--- config.mk ---
export PLATFORM = sky130hd
export DESIGN_NAME = gsa_front
export DESIGN_NICKNAME = d
export VERILOG_FILES = /design/src/rtl/generational_slot_allocator_macros.svh /design/src/rtl/gsa_pkg.sv /design/src/rtl/gsa_front.sv
export SDC_FILE = /design/constraint.sdc
export NUM_CORES = 1
export LEC_CHECK = 0
export BUFFER_PORTS_ARGS = -buffer_cell sky130_fd_sc_hd__buf_2
export CAP_MARGIN = 5
export CORE_ASPECT_RATIO = 1.25
export CORE_MARGIN = 5
export CORE_UTILIZATION = 53
export CTS_BUF_LIST = sky130_fd_sc_hd__clkbuf_16
export DETAILED_ROUTE_END_ITERATION = 8
export PLACE_DENSITY = 0.9
export SYNTH_ARGS = -nofsm -noshare
export SYNTH_HDL_FRONTEND = slang
export SYNTH_SLANG_ARGS = --single-unit
--- constraint.sdc ---
create_clock -name clk -period 11.2 [get_ports clk]
set_input_delay 1.68 -clock clk [delete_from_list [all_inputs] [get_ports clk]]
set_output_delay 1.68 -clock clk [all_outputs]
set_load 0.005 [all_outputs]
--- src/rtl/generational_slot_allocator_macros.svh ---
// Assertion macros for the generational slot allocator.
`ifndef GENERATIONAL_SLOT_ALLOCATOR_MACROS_SVH
`define GENERATIONAL_SLOT_ALLOCATOR_MACROS_SVH
`ifndef SYNTHESIS
// Same-cycle implication, checked outside reset.
`define GSA_ASSERT_IMP(lbl, clk_s, rstn_s, ante, cons) \
  lbl: assert property (@(posedge clk_s) disable iff (!rstn_s) (ante) |-> (cons)) \
    else $error("allocator assertion failed");
// Next-cycle implication, checked outside reset.
`define GSA_ASSERT_NXT(lbl, clk_s, rstn_s, ante, cons) \
  lbl: assert property (@(posedge clk_s) disable iff (!rstn_s) (ante) |=> (cons)) \
    else $error("allocator assertion failed");
`else
`define GSA_ASSERT_IMP(lbl, clk_s, rstn_s, ante, cons)
`define GSA_ASSERT_NXT(lbl, clk_s, rstn_s, ante, cons)
`endif
`endif

--- src/rtl/gsa_pkg.sv ---
// Shared types and codes of the generational slot allocator.
package gsa_pkg;

  // item kinds
  localparam logic [1:0] KIND_ALLOC   = 2'd0;
  localparam logic [1:0] KIND_RELEASE = 2'd1;
  localparam logic [1:0] KIND_CHECK   = 2'd2;
  localparam logic [1:0] KIND_NONE    = 2'd3;

  // result status codes
  localparam logic [2:0] ST_OK          = 3'd0;
  localparam logic [2:0] ST_DEV_FAULT   = 3'd1;
  localparam logic [2:0] ST_BAD_SIZE    = 3'd2;
  localparam logic [2:0] ST_OVER_BUDGET = 3'd3;
  localparam logic [2:0] ST_TABLE_FULL  = 3'd4;

  // configuration register indexes
  localparam logic [1:0] CFG_DEVICE_ID = 2'd0;
  localparam logic [1:0] CFG_DEV_FAULT = 2'd1;
  localparam logic [1:0] CFG_BUDGET    = 2'd2;

  localparam int unsigned BUDGET_RESET = 134217728;
  localparam int unsigned COST_W       = 26;
  localparam int unsigned BYTES_W      = 28;

  typedef struct packed {
    logic [1:0]  kind;
    logic [17:0] vertex_count;
    logic [19:0] index_count;
    logic [31:0] handle_device;
    logic [15:0] handle_slot;
    logic [31:0] handle_generation;
  } in_item_t;

  typedef struct packed {
    logic [2:0]  status;
    logic        owned;
    logic [31:0] out_device;
    logic [9:0]  out_slot;
    logic [31:0] out_generation;
    logic [10:0] live_meshes;
    logic [27:0] used_bytes;
  } out_item_t;

  // classified item handed from front to back
  typedef struct packed {
    logic [1:0]        kind;
    logic              bad_size;
    logic [COST_W-1:0] cost;
    logic [31:0]       hdev;
    logic [15:0]       hslot;
    logic [31:0]       hgen;
  } cmd_t;

endpackage

--- src/rtl/gsa_front.sv ---
// Front part: takes items, computes cost and size check, queues them.
module gsa_front #(
  parameter int unsigned MAX_VERTICES = 250000,
  parameter int unsigned MAX_INDICES  = 750000,
  parameter int unsigned VERTEX_BYTES = 32
) (
  input  logic              clk,
  input  logic              rst_n,
  input  logic              push,
  output logic              full,
  input  gsa_pkg::in_item_t in_item,
  output logic              cmd_valid,
  output gsa_pkg::cmd_t     cmd,
  input  logic              cmd_pop
);
  import gsa_pkg::*;

  // true when x is a multiple of 3 (base-4 digit sums, 4 = 1 mod 3)
  function automatic logic mult3(input logic [19:0] x);
    logic [4:0] s1;
    logic [2:0] s2;
    logic [2:0] s3;
    s1 = '0;
    for (int i = 0; i < 10; i++) begin
      s1 = s1 + 5'(x[2*i +: 2]);
    end
    s2 = 3'(s1[1:0]) + 3'(s1[3:2]) + 3'(s1[4]);
    s3 = 3'(s2[1:0]) + 3'(s2[2]);
    return (s3 == 3'd0) || (s3 == 3'd3);
  endfunction

  cmd_t       q_r [2];
  logic       wptr_r, rptr_r;
  logic [1:0] cnt_r;
  cmd_t       cls;
  logic       do_push;

  // classify the incoming item
  always_comb begin
    cls.kind     = in_item.kind;
    cls.cost     = COST_W'(in_item.vertex_count) * COST_W'(VERTEX_BYTES)
                 + COST_W'({in_item.index_count, 2'b00});
    cls.bad_size = (in_item.vertex_count == '0)
                || (in_item.vertex_count > 18'(MAX_VERTICES))
                || (in_item.index_count == '0)
                || (in_item.index_count > 20'(MAX_INDICES))
                || !mult3(in_item.index_count);
    cls.hdev     = in_item.handle_device;
    cls.hslot    = in_item.handle_slot;
    cls.hgen     = in_item.handle_generation;
  end

  assign full      = (cnt_r == 2'd2);
  assign do_push   = push && !full;
  assign cmd_valid = (cnt_r != 2'd0);
  assign cmd       = q_r[rptr_r];

  // two-entry queue toward the back part
  always_ff @(posedge clk) begin
    if (!rst_n) begin
      wptr_r <= 1'b0;
      rptr_r <= 1'b0;
      cnt_r  <= 2'd0;
    end else begin
      if (do_push) begin
        q_r[wptr_r] <= cls;
        wptr_r      <= !wptr_r;
      end
      if (cmd_pop) begin
        rptr_r <= !rptr_r;
      end
      cnt_r <= cnt_r + 2'(do_push) - 2'(cmd_pop);
    end
  end
endmodule

# Yosys cells after proc, flatten, opt, wreduce, memory -nomap -nowiden
# Memories as Yosys holds them, arrays and structs flattened. A register that Yosys moved wholly into a read port is not among the register bits.
# Index checks and enable logic that the tools add are counted.
# classes
n_eq_ne	2
mux	5
addsub	15
order_cmp	2
n_reduce_logical	14
# ops
op	count
5-bit by 2-bit adder with 5-bit output	6
23-bit by 22-bit adder with 24-bit output	1
20-bit > comparator, second input constant	1
20-bit zero test	1
18-bit > comparator, second input constant	1
18-bit zero test	1
2-bit by 2-bit adder with 3-bit output	2
4-bit by 2-bit adder with 5-bit output	1
1-bit logical OR	5
1-bit two-way mux	5
3-bit by 2-bit adder with 4-bit output	1
1-bit zero test	4
2-bit by 1-bit adder with 3-bit output	1
3-bit by 1-bit adder with 3-bit output	1
3-bit by 2-bit equality test with 1-bit output, second input constant	1
3-bit zero test	1
2-bit by 1-bit adder with 2-bit output	1
2-bit equality test, second input constant	1
2-bit nonzero test	1
2-bit by 1-bit subtractor with 2-bit output	1
1-bit logical AND	1
# totals
mem_count	1
inputBits	124
ram_bits	214
regBits	4
out_inout_bits	111
# memory_table
name	words	word_bits	read_ports	rd_clocked_by_memory_dff	wr	line	text
q_r	2	107	1	1	1	gsa_front.sv:32	cmd_t q_r [2];

# Longest topological paths before layout
# depth
ltp_word	16
ltp_mapped	19

# Worst setup path after synthesis
# Ideal clock, no wire load.
# synth_timing
path_type	input to register
start	input port push
end	memory q_r[0][0] (netlist bit), enable pin
setup_ns	0.718
cell_stages	2
t_arrival_ns	9.410
path_slack_ns	1.071
path_cell_list	nand2_1 > nor3b_1
# synth_between
elab_chain_cells	4
# synth_lines
element	line	text
start, declared	gsa_front.sv:9	input logic push,
1-bit logical AND	gsa_front.sv:54	assign do_push = push && !full;
1-bit two-way mux	gsa_front.sv:65	if (do_push) begin
1-bit two-way mux	gsa_front.sv:60	if (!rst_n) begin
1-bit two-way mux (implied by the code)	gsa_front.sv:66	q_r[wptr_r] <= cls;
end, declared	gsa_front.sv:32	
# No other way between the ends.

==> results.tsv <==
metric	value	unit
dieArea	20500	sq um
postCtsSetupBuffers	0	
r2r-start	cnt_r[0]	
grt_pass1_wl	30000	um
cp.depth	18	
core_area	17400	sq um
row_count	54	
crit_family	adder cells	
synth_top_area_share	67.2	%
first_iter_violations	283	
via_count	5545	
htreeDepth	1	
dp.cells	994	
fill_cells	1253	
worstSetupStartpoint	in_item[87]	
tightestPinTransition	0.967	ns
cp_cell_sequence	buf_2 > fa_1 > inv_1 > fa_1 > fa_1 > fa_1 > inv_1 > fa_1 > a21o_1 > a21oi_1 > fa_1 > inv_1 > fa_1 > ha_1 > ha_1 > xor2_1 > a311oi_1 > o2111ai_1	
setup_viol	0	
worst_path_max_delay_cell	fa_1	
fmax	159	MHz
slew_viol_final	0	
fin_area	11400	sq um
grt_setup_unrepaired	no	
clk_path_buf_depth	3	
post_drt_via_cell_ratio	5.38	
syn_area	9390	sq um
worst-path-max-fanout	5	
startpoint_type	input port	
p_leak	4.43	nW
irDropWorstVdd	328	uV
remaining_drc_errors	0	
final_hold_viol_count	0	
synthDistinctLibCells	55	
cts_tree	done	
rrSetupSlack	8.79	ns
ant_nets	0	
cts_root_buffer	clkbuf_16	
fp.dieW	129	um
fin_crit_sh	56.2	%
grt_pass1_vias	5734	
crit_type	in -> reg	
wl_per_cell	19.1	um
synth_seq_area_share	68.2	%
setup_ws	4.90	ns
netlist_top_cells_area	edfxtp_1 67%, mux2_2 12%, fa_1 3.6%	
cts_buffers	21	
hold_buffers	0	
grt_max_degree	73	
die_h	159	um
hold_path_class	reg -> reg	
syn_to_final_growth	21.5	%
worstPathArrival	6.49	ns
multi_input_area	2790	sq um
p_per_area	196	nW/um^2
relSlewSlack	35.6	%
post-dp-hpwl	14300	um
layout_min_cycle_time	6.30	ns
clkLatencyLatePin	0.49	ns
port_buffers	230	
initial_core_util	53.9	%
cap_violations	0	
ios	235	
clock-sinks	215	
cp_common_cell	fa_1	
end_kind	flop	
max_stage_delay	0.54	ns
ys.flop_type	edfxtp_1	
final.setup.tns	0	ns
place_area	10800	sq um
drtPass1Iterations	4	
gp_congestion	0.883	
status	finished clean	
yosys.area.top_type	edfxtp_1	
async_flop_share	0	%
syn-instance-count	550	
register_area	6410	sq um
grt_util_all_layers	18.4	%
worstReg2RegEnd	q_r[1][98]	
syn_avg_cell_area	17.1	sq um
required	11.39	ns
antenna_found_initial	2	
yosys_register_bits	215	
cts_resized	0	
clkTransAtPathRegs	0.06	ns
yosysWarnings	0	
totalWireLength	19700	um
stdcell_count	1031	
synth-edff-count	210	
skew	0.0266	ns
post-place-ws	4.40	ns
cp_num_buf_inv	4	
fin_nets	959	
drive_above_1_share	47.0	%
reg2reg_depth	3	
endpoint	q_r[1][104]	
overflow	0	
[worst min path at each step]
stage	startpoint	end	slack [ns]	cells past startpoint
after floorplan	rptr_r	flop	0.55	2
after global placement	rptr_r	flop	0.55	2
after detailed placement	rptr_r	rptr_r	0.58	2
after CTS	rptr_r	flop	0.59	2
after global routing	rptr_r	flop	0.61	2
final	rptr_r	flop	0.58	2
[power by group]
| group | switching (W) | internal [W] | total [W] |
|---|---|---|---|
| combinational | 0.000308 | 0.000277 | 0.000585 |
| sequential | 0.0000232 | 0.00100 | 0.00102 |
| clock | 0.000266 | 0.000362 | 0.000628 |
[per-stage QoR]
step                      hold WS (ns)  utilization [%]  total power (W)
after floorplan                  0.555                -          0.00145
after global placement           0.553             61.9          0.00159
after detailed placement         0.581             61.9          0.00163
after CTS                        0.591             65.4          0.00226
after global routing             0.615             65.4          0.00237
final                            0.580             65.4          0.00224
[synthesized netlist by cell type (3+ instances only)]
cell	number
edfxtp_1	210
mux2_2	100
inv_1	33
ha_1	25
fa_1	17
a21oi_1	15
xnor2_1	15
nand2_1	9
o21ai_1	8
xor2_1	8
nor2_1	7
and2_1	6
nand4_1	6
a21o_1	5
buf_1	5
buf_2	5
buf_4	5
dfxtp_1	5
mux2_1	5
nand3_1	5
or4_1	5
nor4_1	4
o21ai_0	4
nand2b_1	3
[cell usage in the layout, fill, tap and decap left out, types with 3 or more instances in the layout]
cell type / n
buf_2: 230
edfxtp_1: 210
mux2_2: 100
inv_1: 37
ha_1: 25
clkbuf_16: 21
fa_1: 17
a21oi_1: 15
xnor2_1: 15
nand2_1: 9
o21ai_1: 8
xor2_1: 8
nor2_1: 7
and2_1: 6
nand4_1: 6
clkinv_1: 6
a21o_1: 5
nand3_1: 5
mux2_1: 5
or4_1: 5
o21ai_0: 4
nor4_1: 4
conb_1: 4
dfxtp_1: 4
buf_4: 4
nand2b_1: 3
[kinds of logic (layout without fill, tap and decap cells)]
| family | count (synthesis) | in the layout | synth area share (%) |
|---|---|---|---|
| flops | 215 | 215 | 68.2 |
| mux | 105 | 105 | 12.6 |
| simple gates | 59 | 59 | 3.62 |
| compound gates | 55 | 55 | 4.14 |
| buf+inv | 50 | 302 | 2.27 |
| fa+ha+maj | 42 | 42 | 6.96 |
| xor+xnor | 23 | 23 | 2.15 |
| other cells | 1 | 6 | 0.0399 |
[flip-flops by register name (all words and copies together), names as in the netlist, named ones only]
name	count
wptr_r	1
cnt_r	2
q_r	210
rptr_r	1
[final cells by class]
| cell class | instances | share of cell area [%] |
|---|---|---|
| clock buffer | 21 | 4.61 |
| sequential | 215 | 56.2 |
| antenna | 2 | 0.0439 |
| inverter | 33 | 1.09 |
| multi-input combinational | 288 | 24.5 |
| clock inverter | 14 | 0.790 |
| tap | 224 | 2.46 |
| timing repair buffer | 234 | 10.4 |
[layer usage]
layer	wire [um]	vias to the layer above	global-route usage (%)
met1	7320	2712	21.9
li1	-	2578	-
met2	10400	225	33.7
met5	0	-	0
met4	384	0	4.87
met3	1600	30	3.70
[worst min-delay path: cells and delay by family (launching register included)]
| kind | cells | cell delay [ns] |
|---|---|---|
| AND/OR/NAND/NOR | 1 | 0.15 |
| flip-flops | 1 | 0.32 |
| XOR/XNOR | 1 | 0.08 |
No activity file was read; power rests on OpenSTA's default activity.
